[config.mk]
export PLATFORM = sky130hd
export DESIGN_NAME = i2c_master_write_serializer
export DESIGN_NICKNAME = d
export VERILOG_FILES = /design/src/hw/rtl/i2cmws_pkg.sv /design/src/hw/rtl/i2c_master_write_serializer.sv
export SDC_FILE = /design/constraint.sdc
export NUM_CORES = 1
export LEC_CHECK = 0
export ABC_AREA = 1
export BUFFER_PORTS_ARGS = -buffer_cell sky130_fd_sc_hd__buf_2
export CELL_PAD_IN_SITES_DETAIL_PLACEMENT = 0
export CELL_PAD_IN_SITES_GLOBAL_PLACEMENT = 1
export CORE_ASPECT_RATIO = 0.7
export CORE_MARGIN = 2
export CORE_UTILIZATION = 25
export DETAILED_ROUTE_END_ITERATION = 10
export GPL_TIMING_DRIVEN = 0
export MAX_ROUTING_LAYER = met4
export PLACE_DENSITY = 0.63
export SLEW_MARGIN = 30
export SYNTH_ARGS = -nofsm -noshare
export SYNTH_HDL_FRONTEND = slang
export SYNTH_SLANG_ARGS = --single-unit
[constraint.sdc]
create_clock -name clk -period 2.2 [get_ports clk]
set_clock_uncertainty 0.2 [all_clocks]
set_input_delay 0.11 -clock clk [delete_from_list [all_inputs] [get_ports clk]]
set_output_delay 0.11 -clock clk [all_outputs]
set_load 0.1 [all_outputs]
[src/hw/rtl/i2cmws_pkg.sv]
package i2cmws_pkg;

    localparam int BYTE_W    = 8;
    localparam int BIT_IDX_W = $clog2(BYTE_W);
    localparam int NUM_STEPS = 5;
    localparam int PC_W      = $clog2(NUM_STEPS);
    localparam int BIT_CNT_W = $clog2(BYTE_W + 1);

    typedef logic [BYTE_W-1:0]    byte_t;
    typedef logic [PC_W-1:0]      pc_t;
    typedef logic [NUM_STEPS-1:0] step_mask_t;
    typedef logic [BIT_CNT_W-1:0] bit_cnt_t;

    // bus symbol codes as seen by the line driver
    typedef enum logic [1:0] {
        SYM_START = 2'd0,
        SYM_DATA  = 2'd1,
        SYM_ACK   = 2'd2,
        SYM_STOP  = 2'd3
    } sym_t;

    typedef enum logic [1:0] {
        OP_START,
        OP_BYTE,
        OP_STOP
    } op_t;

    typedef enum logic [1:0] {
        SRC_NONE,
        SRC_ADDR,
        SRC_CMD,
        SRC_PAYLOAD
    } src_t;

    typedef enum logic [1:0] {
        COND_FIRST,
        COND_DATA,
        COND_LAST
    } cond_t;

    typedef struct packed {
        op_t   op;
        src_t  src;
        cond_t cond;
    } ctl_word_t;

    // microprogram: one step per bus phrase, each guarded by an item flag
    function automatic ctl_word_t ucode_rom(input pc_t step);
        ctl_word_t w;
        case (step)
            pc_t'(0): w = '{op: OP_START, src: SRC_NONE,    cond: COND_FIRST};
            pc_t'(1): w = '{op: OP_BYTE,  src: SRC_ADDR,    cond: COND_FIRST};
            pc_t'(2): w = '{op: OP_BYTE,  src: SRC_CMD,     cond: COND_FIRST};
            pc_t'(3): w = '{op: OP_BYTE,  src: SRC_PAYLOAD, cond: COND_DATA};
            pc_t'(4): w = '{op: OP_STOP,  src: SRC_NONE,    cond: COND_LAST};
            default:  w = '{op: OP_STOP,  src: SRC_NONE,    cond: COND_LAST};
        endcase
        return w;
    endfunction

    // lowest pending step, used as the conditional jump target
    function automatic pc_t first_step(input step_mask_t mask);
        pc_t p;
        p = '0;
        for (int i = NUM_STEPS - 1; i >= 0; i--)
        begin
            if (mask[i])
            begin
                p = pc_t'(i);
            end
        end
        return p;
    endfunction

endpackage

[src/hw/rtl/i2c_master_write_serializer.sv]
// channel   dir  handshake                      payload
// s_axis    in   s_axis_tvalid / s_axis_tready   tdata: command, payload; tuser: has_data, first
//                                                tlast: last
// m_axis    out  m_axis_tvalid / m_axis_tready   tdata: bit_value; tuser: symbol_kind
//                                                tlast: end_of_run
// cfg       in   cfg_we                          cfg_wdata: slave_address
//
// one bus symbol per cycle from the microcode sequencer while the output register is not stalled
// the step counter and bit counter walk the program; the next item is taken once the final
// symbol sits in the output register
// rst_n clears the sequencer, output valid and the address register; no clearing pass
// a stalled output register freezes the sequencer
module i2c_master_write_serializer (
    input  logic        clk,
    input  logic        rst_n,
    input  logic        cfg_we,
    input  logic [7:0]  cfg_wdata,       // slave_address
    input  logic        s_axis_tvalid,
    output logic        s_axis_tready,
    input  logic [15:0] s_axis_tdata,    // [7:0] command_byte, [15:8] payload_byte
    input  logic [1:0]  s_axis_tuser,    // [0] has_data, [1] first
    input  logic        s_axis_tlast,    // last
    output logic        m_axis_tvalid,
    input  logic        m_axis_tready,
    output logic [7:0]  m_axis_tdata,    // [0] bit_value, [7:1] zero
    output logic [1:0]  m_axis_tuser,    // [1:0] symbol_kind
    output logic        m_axis_tlast     // end_of_run
);
    import i2cmws_pkg::*;

    byte_t      addr_reg;
    byte_t      cmd_reg, cmd_next;
    byte_t      payload_reg, payload_next;
    logic       busy_reg, busy_next;
    pc_t        pc_reg, pc_next;
    bit_cnt_t   bit_cnt_reg, bit_cnt_next;
    step_mask_t pend_reg, pend_next;

    logic       out_valid_reg, out_valid_next;
    sym_t       out_kind_reg, out_kind_next;
    logic       out_bit_reg, out_bit_next;
    logic       out_last_reg, out_last_next;

    ctl_word_t  cw;
    ctl_word_t  step_w;
    step_mask_t item_mask;
    step_mask_t rest_mask;
    byte_t      sel_byte;
    logic       adv;
    logic       step_done;
    logic       in_accept;

    always_comb
    begin
        step_w = '0;
        for (int i = 0; i < NUM_STEPS; i++)
        begin
            step_w = ucode_rom(pc_t'(i));
            case (step_w.cond)
                COND_FIRST: item_mask[i] = s_axis_tuser[1];
                COND_DATA:  item_mask[i] = s_axis_tuser[0];
                COND_LAST:  item_mask[i] = s_axis_tlast;
                default:    item_mask[i] = 1'b0;
            endcase
        end
    end

    assign cw            = ucode_rom(pc_reg);
    assign adv           = !out_valid_reg || m_axis_tready;
    assign s_axis_tready = !busy_reg;
    assign in_accept     = s_axis_tvalid && s_axis_tready;

    always_comb
    begin
        case (cw.src)
            SRC_ADDR:    sel_byte = addr_reg;
            SRC_CMD:     sel_byte = cmd_reg;
            SRC_PAYLOAD: sel_byte = payload_reg;
            default:     sel_byte = '0;
        endcase
    end

    always_comb
    begin
        busy_next      = busy_reg;
        pc_next        = pc_reg;
        bit_cnt_next   = bit_cnt_reg;
        pend_next      = pend_reg;
        cmd_next       = cmd_reg;
        payload_next   = payload_reg;
        out_valid_next = out_valid_reg && !m_axis_tready;
        out_kind_next  = out_kind_reg;
        out_bit_next   = out_bit_reg;
        out_last_next  = out_last_reg;
        step_done      = 1'b0;
        rest_mask      = pend_reg & ~(step_mask_t'(1) << pc_reg);

        if (in_accept)
        begin
            cmd_next     = s_axis_tdata[7:0];
            payload_next = s_axis_tdata[15:8];
            pend_next    = item_mask;
            pc_next      = first_step(item_mask);
            bit_cnt_next = '0;
            busy_next    = |item_mask;
        end
        else if (busy_reg && adv)
        begin
            out_valid_next = 1'b1;
            out_bit_next   = 1'b0;
            case (cw.op)
                OP_START:
                begin
                    out_kind_next = SYM_START;
                    step_done     = 1'b1;
                end
                OP_BYTE:
                begin
                    if (bit_cnt_reg < bit_cnt_t'(BYTE_W))
                    begin
                        out_kind_next = SYM_DATA;
                        // msb first
                        out_bit_next  = sel_byte[~bit_cnt_reg[BIT_IDX_W-1:0]];
                        bit_cnt_next  = bit_cnt_reg + bit_cnt_t'(1);
                    end
                    else
                    begin
                        out_kind_next = SYM_ACK;
                        step_done     = 1'b1;
                    end
                end
                OP_STOP:
                begin
                    out_kind_next = SYM_STOP;
                    step_done     = 1'b1;
                end
                default:
                begin
                    out_kind_next = SYM_STOP;
                    step_done     = 1'b1;
                end
            endcase
            out_last_next = step_done && (rest_mask == '0);
            if (step_done)
            begin
                pend_next    = rest_mask;
                pc_next      = first_step(rest_mask);
                bit_cnt_next = '0;
                busy_next    = |rest_mask;
            end
        end
    end

    always_ff @(posedge clk or negedge rst_n)
    begin
        if (!rst_n)
        begin
            addr_reg      <= '0;
            busy_reg      <= 1'b0;
            pc_reg        <= '0;
            bit_cnt_reg   <= '0;
            pend_reg      <= '0;
            out_valid_reg <= 1'b0;
        end
        else
        begin
            if (cfg_we)
            begin
                addr_reg <= cfg_wdata;
            end
            busy_reg      <= busy_next;
            pc_reg        <= pc_next;
            bit_cnt_reg   <= bit_cnt_next;
            pend_reg      <= pend_next;
            out_valid_reg <= out_valid_next;
        end
    end

    always_ff @(posedge clk)
    begin
        cmd_reg      <= cmd_next;
        payload_reg  <= payload_next;
        out_kind_reg <= out_kind_next;
        out_bit_reg  <= out_bit_next;
        out_last_reg <= out_last_next;
    end

    assign m_axis_tvalid = out_valid_reg;
    assign m_axis_tdata  = {7'b0, out_bit_reg};
    assign m_axis_tuser  = out_kind_reg;
    assign m_axis_tlast  = out_last_reg;

    // step counter always points at a pending step while busy
    a_pc_pending: assert property (@(posedge clk) disable iff (!rst_n)
        busy_reg |-> pend_reg[pc_reg])
        else $error("step counter on a step that is not pending");

    a_bit_cnt_range: assert property (@(posedge clk) disable iff (!rst_n)
        busy_reg && (cw.op != OP_BYTE) |-> bit_cnt_reg == '0)
        else $error("bit counter running outside a byte step");

    a_bit_only_data: assert property (@(posedge clk) disable iff (!rst_n)
        out_valid_reg && (out_kind_reg != SYM_DATA) |-> !out_bit_reg)
        else $error("sda level set on a non-data symbol");

    // the closing symbol of an item frees the input side
    a_last_frees: assert property (@(posedge clk) disable iff (!rst_n)
        busy_reg && adv && step_done && (rest_mask == '0) |=> !busy_reg && out_last_reg)
        else $error("final symbol did not release the sequencer");

endmodule

==> qor.yml, run 1 <==
logic_synthesis:
  synth_top_area_cell: "edfxtp_1"
  synth_seq_area_share: 0.5697
  async_reset_ff_frac: 0.5238
  syn_area_per_cell_um2: 9.143
  yosys-top-cells-area: "edfxtp_1 (30%), dfrtp_1 (27%), nand2_1 (7.6%)"
  synth_most_common_cell: "nand2_1"
  synthFlopType: "dfrtp_1"
  yosys.area.top_type_share: 0.2972
  ys_top_cells_by_count: "nand2_1 (41), inv_1 (33), nor2_1 (33), dfrtp_1 (22), edfxtp_1 (20)"
  netlist_area_um2: 2021
  yosys_warnings: 0
  yosysUniqueCellTypes: 26
  syn_inst: 221
  synth_enable_flop_cells: 20
  ys_seq_elements: 42
grt:
  grt_overflow: 0
  grt_max_degree: 23
  grtUsageTotal: 0.1165
  grt_pass1_vias: 1578
  grt_pass1_wl_mm: 7.797
  grt_antenna_before_repair: 0
run:
  maxCapViolations: 0
setup_path:
  critical_path_arrival_ns: 1.83
  crit_type: "flop to flop"
  path_max_fanout: 11
  required_ns: 2.14
  r2r_slack_ns: 0.31
  crit_path_end_kind: "flop"
  critPathLaunchType: "flop"
worst_hold_path:
  min_path_type: "input port to flop"
clocking:
  clk_latency_ns: 0.28
  root_buffer: "clkbuf_16"
  cts_tree: "yes"
  cts_sinks: 42
  ctsHtreeMaxLevel: 2
  cts.reportedPaths.clkPinSlew_ns: 0.06
  post-cts-setup-buffers: 0
  clk_path_buf_depth: 2
  numCtsBuffers: 5
die:
  die_h_um: 79.22
  rows: 27
  ios: 45
  start_util: 0.2578
  die_area_um2: 8829
  die_w_um: 111.5
  coreArea_um2: 7838
power_and_ir_drop:
  ir_drop_mv: 0.7742
  powerDensity_nw_per_um2: 1262
  p_leak_nw: 1.305
  power.total_mw: 3.541
sta:
  rsz0062_at_grt: "no"
  slew_headroom: 0.6357
  period_needed_ns: 1.888
  hold_violations: 0
  tns_ns: 0
  fin_crit_sh: 0.8584
  finalSetupViolCount: 0
  slew_viol_final: 0
  max_clock_freq_mhz: 529.6
  worst_slew_pin_slew_ns: 0.5465
place:
  place_hpwl_mm: 3.247
  io_buffers: 37
  routabilityCongestion: 0.7345
drt:
  avgRoutedWirePerCell_um: 11.59
  vias: 1646
  drcViolationCount: 0
  firstDrtPassIters: 4
  wirelength_mm: 4.672
  drtIter0Drc: 70
  viasPerCell: 4.084
  antenna_left: 0
finish:
  antenna_cells: 0
  drive_gt1_frac: 0.2285
  final_nets: 334
  fillers: 820
  synthToLayoutAreaGrowth_pct: 38.82
run_status:
  status: "completed"
==> metrics by stage <==
step	cell area, um2	utilization	setup WS (ns)	cells	hold slack, ns
2_1_floorplan	2047	-	0.07004	227	-0.3856
3_3_place_gp	2359	0.3009	0.05762	365	-0.07628
3_5_place_dp	2359	0.3009	0.01096	365	-0.06865
4_1_cts	2796	0.3568	0.02386	402	0.004925
5_1_grt	2805	0.3579	0.1369	403	0.06972
6_report	2805	0.3579	0.3116	403	0.01120
==> power breakdown <==
part	internal (mW)	switching (mW)	total (mW)
combinational	0.437	1.15	1.59
sequential	1.07	0.154	1.22
clock	0.450	0.285	0.734
total	1.95	1.59	3.54
==> cell usage in the layout (no fill, tap or decap), types with 4 or more instances in the layout <==
master,instances
nand2_1,41
buf_2,37
nor2_1,33
inv_1,31
dlygate4sd3_1,29
dfrtp_1,22
edfxtp_1,20
o21ai_0,12
nand3_1,12
a21oi_1,10
buf_4,8
conb_1,7
clkbuf_16,5
mux2_2,4
a22oi_1,4
==> worst max-delay path: stages (launching register included) <==
cell	delay, ns
dfrtp_1	0.38
clkinvlp_4	0.13
nand2_2	0.24
clkinvlp_4	0.33
a21oi_1	0.37
a22oi_1	0.11
==> final cells by class <==
type                       count  area [um2]  area share
clock buffer                   7       142.6     0.05085
timing repair buffer          66       475.5      0.1695
timing repair inverter         1       5.005    0.001784
sequential                    42        1151      0.4103
inverter                      36       142.6     0.05085
multi-input combinational    140       693.2      0.2471
tap                          101       126.4     0.04505
clock inverter                 1       5.005    0.001784
buffer                         9       63.81     0.02275
==> layer usage <==
layer  global-route usage  vias to the layer above  part of all wire
li1                     -                      865                 -
met1               0.1660                      744              0.53
met2               0.1628                       30              0.41
met3              0.03282                        7             0.048
met4              0.02963                        0            0.0086
met5                    -                        -                 0
==> repair_timing <==
item / CTS / global route
endpoints found under the hold margin: 48 / 0
gates resized for setup: 0 / 1
hold buffers: 29 / 0
setup endpoints to repair: 0 / 5
==> cell families after synthesis <==
kind of cell | share of synthesized area
fa+ha+maj | 0.006191
other cells | 0.001856
simple gates | 0.2186
mux | 0.02229
buf+inv | 0.09845
compound gates | 0.08298
flops | 0.5697
==> path summary, 6_finish.rpt <==
check,start,end,cells after the start
worst max-delay path,busy_reg,pend_reg[0],5
worst max register to register,busy_reg,pend_reg[0],5
worst min register to register,pend_reg[4],pend_reg[4],2
worst min-delay path,s_axis_tuser[1],pend_reg[1],3
min in group asynchronous,rst_n,addr_reg[5],2
max in group asynchronous,rst_n,addr_reg[0],2
(Power assumes the default switching activity.)
==> inputs of run 2 (changes only) <==
--- a/config.mk
+++ b/config.mk
@@ -5,7 +5,6 @@
 export SDC_FILE = /design/constraint.sdc
 export NUM_CORES = 1
 export LEC_CHECK = 0
-export ABC_AREA = 1
 export BUFFER_PORTS_ARGS = -buffer_cell sky130_fd_sc_hd__buf_2
 export CELL_PAD_IN_SITES_DETAIL_PLACEMENT = 0
 export CELL_PAD_IN_SITES_GLOBAL_PLACEMENT = 1
@@ -15,7 +14,7 @@
 export DETAILED_ROUTE_END_ITERATION = 10
 export GPL_TIMING_DRIVEN = 0
 export MAX_ROUTING_LAYER = met4
-export PLACE_DENSITY = 0.63
+export PLACE_DENSITY = 0.61
 export SLEW_MARGIN = 30
 export SYNTH_ARGS = -nofsm -noshare
 export SYNTH_HDL_FRONTEND = slang
==> run 2 against run 1 <==
Compared with the run above:
- critical path depth increased by 2
- hold slack got worse by 0.0058 ns
- final area rose by 4.2%
- count of clock-buffer cells in the layout is 1 lower
- flip-flop and latch count stayed put
- sequential power about the same
- routed wire length increased by 18%
- critical path type unchanged
==> qor.yml, run 2 <==
run_status:
  status: "completed"  # unchanged
sta:
  slew_headroom: 0.6181  # was 0.6357
  slew_viol_final: 0  # unchanged
  hold_violations: 0  # unchanged
  worst_slew_pin_slew_ns: 0.5729  # was 0.5465 ns
  rsz0062_at_grt: "no"  # unchanged
  worst_slack_ns: 0.1263  # was 0.3116 ns
  period_needed_ns: 2.074  # was 1.888 ns
  max_clock_freq_mhz: 482.2  # was 529.6 MHz
  tns_ns: 0  # unchanged
  finalSetupViolCount: 0  # unchanged
  fin_crit_sh: 0.9426  # was 0.8584
die:
  coreArea_um2: 8408  # was 7838 um2
  die_area_um2: 9384  # was 8829 um2
  start_util: 0.2561  # was 0.2578
  die_w_um: 114.9  # was 111.5 um
  ios: 45  # unchanged
  die_h_um: 81.65  # was 79.22 um
  rows: 28  # was 27
setup_path:
  critPathLaunchType: "flop"  # unchanged
  crit_type: "flop to flop"  # unchanged
  critical_path_arrival_ns: 1.89  # was 1.83 ns
  path_max_fanout: 10  # was 11
  crit_path_end_kind: "flop"  # unchanged
  r2r_slack_ns: 0.13  # was 0.31 ns
  required_ns: 2.02  # was 2.14 ns
logic_synthesis:
  syn_area_per_cell_um2: 11.64  # was 9.143 um2
  synth_enable_flop_cells: 20  # unchanged
  async_reset_ff_frac: 0.5238  # unchanged
  syn_inst: 185  # was 221
  yosys_warnings: 0  # unchanged
  yosysUniqueCellTypes: 51  # was 26
  yosys.area.top_type_share: 0.2789  # was 0.2972
  synth_most_common_cell: "dfrtp_1"  # was nand2_1
  yosys-top-cells-area: "edfxtp_1 (28%), dfrtp_1 (26%), mux2_2 (6.8%)"  # was edfxtp_1 (30%), dfrtp_1 (27%), nand2_1 (7.6%)
  ys_top_cells_by_count: "dfrtp_1 (22), edfxtp_1 (20), mux2_2 (13), inv_1 (10), nand2_1 (10)"  # was nand2_1 (41), inv_1 (33), nor2_1 (33), dfrtp_1 (22), edfxtp_1 (20)
  synthFlopType: "dfrtp_1"  # unchanged
  ys_seq_elements: 42  # unchanged
  synth_seq_area_share: 0.5346  # was 0.5697
  synth_top_area_cell: "edfxtp_1"  # unchanged
  netlist_area_um2: 2153  # was 2021 um2
power_and_ir_drop:
  p_leak_nw: 1.209  # was 1.305 nW
  p_switching_mw: 1.698  # was 1.587 mW
  ir_drop_mv: 0.3312  # was 0.7742 mV
  powerDensity_nw_per_um2: 1313  # was 1262 nW/um2
  pwr-share-clk: 0.184  # was 0.207
  switching_share: 0.4424  # was 0.4482
  p_seq_frac: 0.316  # was 0.345
  comb_power_share: 0.500  # was 0.448
  intPower_mw: 2.141  # was 1.954 mW
grt:
  grtUsageTotal: 0.1308  # was 0.1165
  grt_overflow: 0  # unchanged
  grt_pass1_vias: 1727  # was 1578
  grt_antenna_before_repair: 0  # unchanged
  grt_pass1_wl_mm: 8.970  # was 7.797 mm
  grt_max_degree: 26  # was 23
finish:
  synthToLayoutAreaGrowth_pct: 35.73  # was 38.82%
  seq_area_um2: 1151  # unchanged
  fillers: 843  # was 820
  drive_gt1_frac: 0.3194  # was 0.2285
  antenna_cells: 0  # unchanged
  final_common_cell: "buf_2"  # was nand2_1
  final_nets: 295  # was 334
  design_area_um2: 2923  # was 2805 um2
  final_cell_mix: "buf_2 (42), dlygate4sd3_1 (28), dfrtp_1 (22), edfxtp_1 (20), mux2_2 (13)"  # was nand2_1 (41), buf_2 (37), nor2_1 (33), inv_1 (31), dlygate4sd3_1 (29)
  multi_input_area_um2: 879.6  # was 693.2 um2
  finalCoreUtilization: 0.3476  # was 0.3579
run:
  maxCapViolations: 0  # unchanged
drt:
  viasPerCell: 4.696  # was 4.084
  vias: 1728  # was 1646
  drcViolationCount: 0  # unchanged
  antenna_left: 0  # unchanged
  avgRoutedWirePerCell_um: 15.02  # was 11.59 um
  drtIter0Drc: 83  # was 70
  firstDrtPassIters: 4  # unchanged
  wirelength_mm: 5.528  # was 4.672 mm
place:
  placed_area_um2: 2487  # was 2359 um2
  io_buffers: 36  # was 37
  routabilityCongestion: 0.7986  # was 0.7345
  post-place-ws_ns: -0.03344  # was 0.01096 ns
  place_hpwl_mm: 3.741  # was 3.247 mm
clocking:
  post-cts-setup-buffers: 0  # unchanged
  cts.reportedPaths.clkPinSlew_ns: 0.06  # about the same
  cts_tree: "yes"  # unchanged
  clk_path_buf_depth: 2  # unchanged
  clk_latency_ns: 0.28  # about the same
  ctsHtreeMaxLevel: 2  # unchanged
  cts_sinks: 42  # unchanged
  root_buffer: "clkbuf_16"  # unchanged
  numCtsBuffers: 5  # unchanged
worst_hold_path:
  min_path_type: "input port to flop"  # unchanged
[run 2: cells by family (layout without fill, tap and decap cells)]
group / Yosys count / after routing / synth area share
and+or+nand+nor: 48 / 48 / 0.1296
AOI/OAI and AO/OA: 47 / 47 / 0.1738
DFF: 42 / 42 / 0.5346
buffers and inverters: 30 / 102 / 0.07263
muxes: 16 / 16 / 0.08193
adders and majority gates: 1 / 1 / 0.005810
other: 1 / 7 / 0.001742
[run 2: worst paths after layout]
path	endpoint	startpoint	depth (start not counted)
setup / recovery	out_bit_reg	pc_reg[1]	7
hold / removal	pc_reg[2]	s_axis_tlast	3
setup reg to reg	out_bit_reg	pc_reg[1]	7
hold reg to reg	addr_reg[7]	addr_reg[7]	1
max in group asynchronous	bit_cnt_reg[0]	rst_n	2
min in group asynchronous	pend_reg[4]	rst_n	2
[run 2: power by group through the flow]
stage	Combinational, mW	Sequential, mW	Clock [mW]
CTS	1.90	1.21	0.731
global route	2.09	1.24	0.762
detailed placement	1.85	1.22	0
global placement	1.86	1.22	0
floorplan	1.23	1.42	0
finish	1.92	1.21	0.706
[run 2: timing repair]
action,in CTS,in global routing
endpoints found under the hold margin,51,0
hold buffers,28,0
setup endpoints to repair,1,2
resized for setup,1,3
[run 2: final cells by class]
cell class              count  area share
clock buffers               6     0.04409
repair buffers             64      0.1575
well taps                 105     0.04495
plain buffers              20     0.04238
inverters                  10     0.01284
multi-input cells         119      0.3009
clock inverters             2    0.003425
flip-flops and latches     42      0.3938
[run 2: critical path, stage by stage, from the launching register on]
cell and delay, ns:
dfrtp_1 0.32, buf_4 0.17, buf_2 0.24, clkbuf_4 0.26
mux2i_1 0.20, o221ai_1 0.16, o211ai_1 0.17, a32oi_1 0.08
[run 2: metal layers]
layer | share of wire | wire [um] | GRT usage
met2 | 0.40 | 2189 | 0.1782
met5 | 0 | 0 | -
met4 | 0.0038 | 21 | 0.03253
met3 | 0.070 | 386 | 0.04207
met1 | 0.53 | 2930 | 0.1862
[run 2: per-stage QoR]
stage          hold slack, ns  power (mW)  std cells
4_1_cts             0.0009867       3.837        368
5_1_grt               0.01465       4.089        368
6_report             0.005375       3.839        368
3_5_place_dp         -0.05629       3.072        332
3_3_place_gp         -0.05837       3.076        332
2_1_floorplan         -0.3856       2.653        191
==> inputs of run 3 (changes only) <==
--- a/config.mk
+++ b/config.mk
@@ -5,16 +5,18 @@
 export SDC_FILE = /design/constraint.sdc
 export NUM_CORES = 1
 export LEC_CHECK = 0
-export BUFFER_PORTS_ARGS = -buffer_cell sky130_fd_sc_hd__buf_2
+export ABC_AREA = 1
 export CELL_PAD_IN_SITES_DETAIL_PLACEMENT = 0
 export CELL_PAD_IN_SITES_GLOBAL_PLACEMENT = 1
 export CORE_ASPECT_RATIO = 0.7
 export CORE_MARGIN = 2
 export CORE_UTILIZATION = 25
 export DETAILED_ROUTE_END_ITERATION = 10
+export DONT_BUFFER_PORTS = 1
 export GPL_TIMING_DRIVEN = 0
 export MAX_ROUTING_LAYER = met4
-export PLACE_DENSITY = 0.61
+export PLACE_DENSITY = 0.57
+export SKIP_CTS_REPAIR_TIMING = 1
 export SLEW_MARGIN = 30
 export SYNTH_ARGS = -nofsm -noshare
 export SYNTH_HDL_FRONTEND = slang
==> run 3 against run 2 <==
Compared with the run above:
- the run now ends with hold timing left
- clock power shrank 0.8%
- count of clock-buffer cells in the layout grew 2
- routed wire length fell by 13%
- non-clock buffer count fell by 33
- register-to-register slack lost 0.03 ns
- highest routed layer unchanged
==> qor.yml, run 3 (synthesized netlist as in run 1, its figures left out) <==
drt:
  vias: 1584  # was 1728
  viasPerCell: 4.157  # was 4.696
  firstDrtPassIters: 5  # was 4
  drtIter0Drc: 38  # was 83
  wirelength_mm: 4.814  # was 5.528 mm
  avgRoutedWirePerCell_um: 12.64  # was 15.02 um
  antenna_left: 0  # unchanged
  drcViolationCount: 0  # unchanged
setup_path:
  r2r-start: "busy_reg"  # was pc_reg[1]
  cp_num_buf_inv: 2  # was 3
  r2r_end: "pend_reg[0]"  # was out_bit_reg
  worstPathCellList: "clkinvlp_4 > nand2_8 > clkinvlp_4 > a21oi_1 > a22oi_1"  # was buf_4 > buf_2 > clkbuf_4 > mux2i_1 > o221ai_1 > o211ai_1 > a32oi_1
  r2r_slack_ns: 0.09  # was 0.13 ns
  critical_path_arrival_ns: 2.05  # was 1.89 ns
  required_ns: 2.14  # was 2.02 ns
  crit_path_end_kind: "flop"  # unchanged
  path_max_fanout: 7  # was 10
  crit_family: "buffers and inverters"  # unchanged
  max_stage_delay_ns: 0.51  # was 0.32 ns
  critPathLaunchType: "flop"  # unchanged
  crit_slowest_cell: "clkinvlp_4"  # was dfrtp_1
  crit_type: "flop to flop"  # unchanged
  worstSetupPathDepth: 5  # was 7
  reg2regPathDepth: 5  # was 7
  crit_top_cell: "clkinvlp_4"
power_and_ir_drop:
  powerDensity_nw_per_um2: 1310  # was 1313 nW/um2
  power.total_mw: 3.614  # was 3.839 mW
  p_leak_nw: 1.222  # was 1.209 nW
  ir_drop_mv: 0.4944  # was 0.3312 mV
grt:
  use_met3: 0.03206  # was 0.04207
  use_met2: 0.1421  # was 0.1782
  grtUsageMet1: 0.1671  # was 0.1862
  grt_pass1_wl_mm: 7.355  # was 8.970 mm
  grt_max_degree: 23  # was 26
  grtUsageTotal: 0.1125  # was 0.1308
  grt_antenna_before_repair: 0  # unchanged
  grt_pass1_vias: 1436  # was 1727
  grt_overflow: 0  # unchanged
  busiest_layer: "met1"  # unchanged
finish:
  fin_cells: 381  # was 368
  final_common_cell: "nand2_1"  # was buf_2
  final_nets: 312  # was 295
  drive_gt1_frac: 0.1571  # was 0.3194
  final_cell_mix: "nand2_1 (40), nor2_1 (33), dlygate4sd3_1 (32), inv_1 (31), dfrtp_1 (21)"  # was buf_2 (42), dlygate4sd3_1 (28), dfrtp_1 (22), edfxtp_1 (20), mux2_2 (13)
  synthToLayoutAreaGrowth_pct: 36.47  # was 35.73%
  antenna_cells: 0  # unchanged
  finalCoreUtilization: 0.3519  # was 0.3476
  design_area_um2: 2758  # was 2923 um2
run:
  maxCapViolations: 0  # unchanged
die:
  rows: 27  # was 28
  ios: 45  # unchanged
  die_w_um: 111.5  # was 114.9 um
  die_area_um2: 8829  # was 9384 um2
  coreArea_um2: 7838  # was 8408 um2
  die_h_um: 79.22  # was 81.65 um
  start_util: 0.2578  # was 0.2561
sta:
  hold_violations: 7  # was 0
  whs_ns: -0.1173  # was 0.005375 ns
  slew_viol_final: 0  # unchanged
  period_needed_ns: 2.108  # was 2.074 ns
  fin_crit_sh: 0.9582  # was 0.9426
  finalSetupViolCount: 0  # unchanged
  rsz0062_at_grt: "yes"  # was no
  tns_ns: 0  # unchanged
  worst_slew_pin_slew_ns: 0.8990  # was 0.5729 ns
  slew_headroom: 0.4019  # was 0.6181
  worst_slack_ns: 0.09196  # was 0.1263 ns
  max_clock_freq_mhz: 474.4  # was 482.2 MHz
clocking:
  cts.reportedPaths.clkPinSlew_ns: 0.06  # about the same
  numCtsBuffers: 5  # unchanged
  clk_path_buf_depth: 2  # unchanged
  root_buffer: "clkbuf_16"  # unchanged
  cts_tree: "yes"  # unchanged
  ctsHtreeMaxLevel: 2  # unchanged
  clk_latency_ns: 0.28  # about the same
  cts_sinks: 42  # unchanged
worst_hold_path:
  min-delay-start: "s_axis_tuser[1]"  # was s_axis_tlast
  min_path_type: "input port to flop"  # unchanged
  worst_hold_path.endpoint: "pend_reg[1]"  # was pc_reg[2]
  whs_path_depth: 2  # was 3
place:
  placed_area_um2: 2173  # was 2487 um2
  io_buffers: 0  # was 36
  post-place-ws_ns: -0.3917  # was -0.03344 ns
  place_hpwl_mm: 3.310  # was 3.741 mm
  dpl.cell_count: 328  # was 332
  routabilityCongestion: 0.7633  # was 0.7986
run_status:
  violations: "hold timing"
  status: "finished with violations"  # was completed
[run 3: cell count changes in the layout (fill, tap and decap cells not counted), moves of 6 or more]
cell and change:
buf_4 +6, nor2_1 +29, nand2_1 +30, inv_1 +21
mux2_2 -9, buf_2 -42, nand3_1 +8, nand3b_1 -8
[run 3: worst max path at each step]
stage | start | endpoint | slack [ns]
global route | busy_reg | pc_reg[1] | -0.05
global placement | busy_reg | pend_reg[1] | -0.38
CTS | busy_reg | pend_reg[0] | -0.40
floorplan | busy_reg | pc_reg[0] | 0.07
finish | busy_reg | pend_reg[0] | 0.09
detailed placement | busy_reg | pend_reg[0] | -0.39
[run 3: where the power goes]
group | internal, mW | switching (mW)
clock | 0.422 | 0.278
combinational | 0.483 | 0.994
sequential | 1.07 | 0.368
[run 3: worst reg2reg max path, cell delays in order (launching register included)]
cell        delay, ns
dfrtp_1          0.38
clkinvlp_4       0.51
nand2_8          0.30
clkinvlp_4       0.18
a21oi_1          0.30
a22oi_1          0.11
[run 3: layout make-up]
| type | count | area, um2 |
|---|---|---|
| clock buffer | 8 | 136.4 |
| inverter | 36 | 145.1 |
| tap | 101 | 126.4 |
| fill | 858 | 5080 |
| timing repair buffer | 42 | 405.4 |
| timing repair inverter | 2 | 12.51 |
| sequential | 42 | 1152 |
| multi-input combinational | 141 | 715.7 |
| buffer | 9 | 63.81 |
[run 3: routing by layer]
metal | routed length [um] | share of wire | vias to the layer above
li1 | - | - | 821
met1 | 2679 | 0.56 | 723
met2 | 1881 | 0.39 | 33
met3 | 187 | 0.039 | 7
met4 | 66 | 0.014 | 0
met5 | 0 | 0 | -
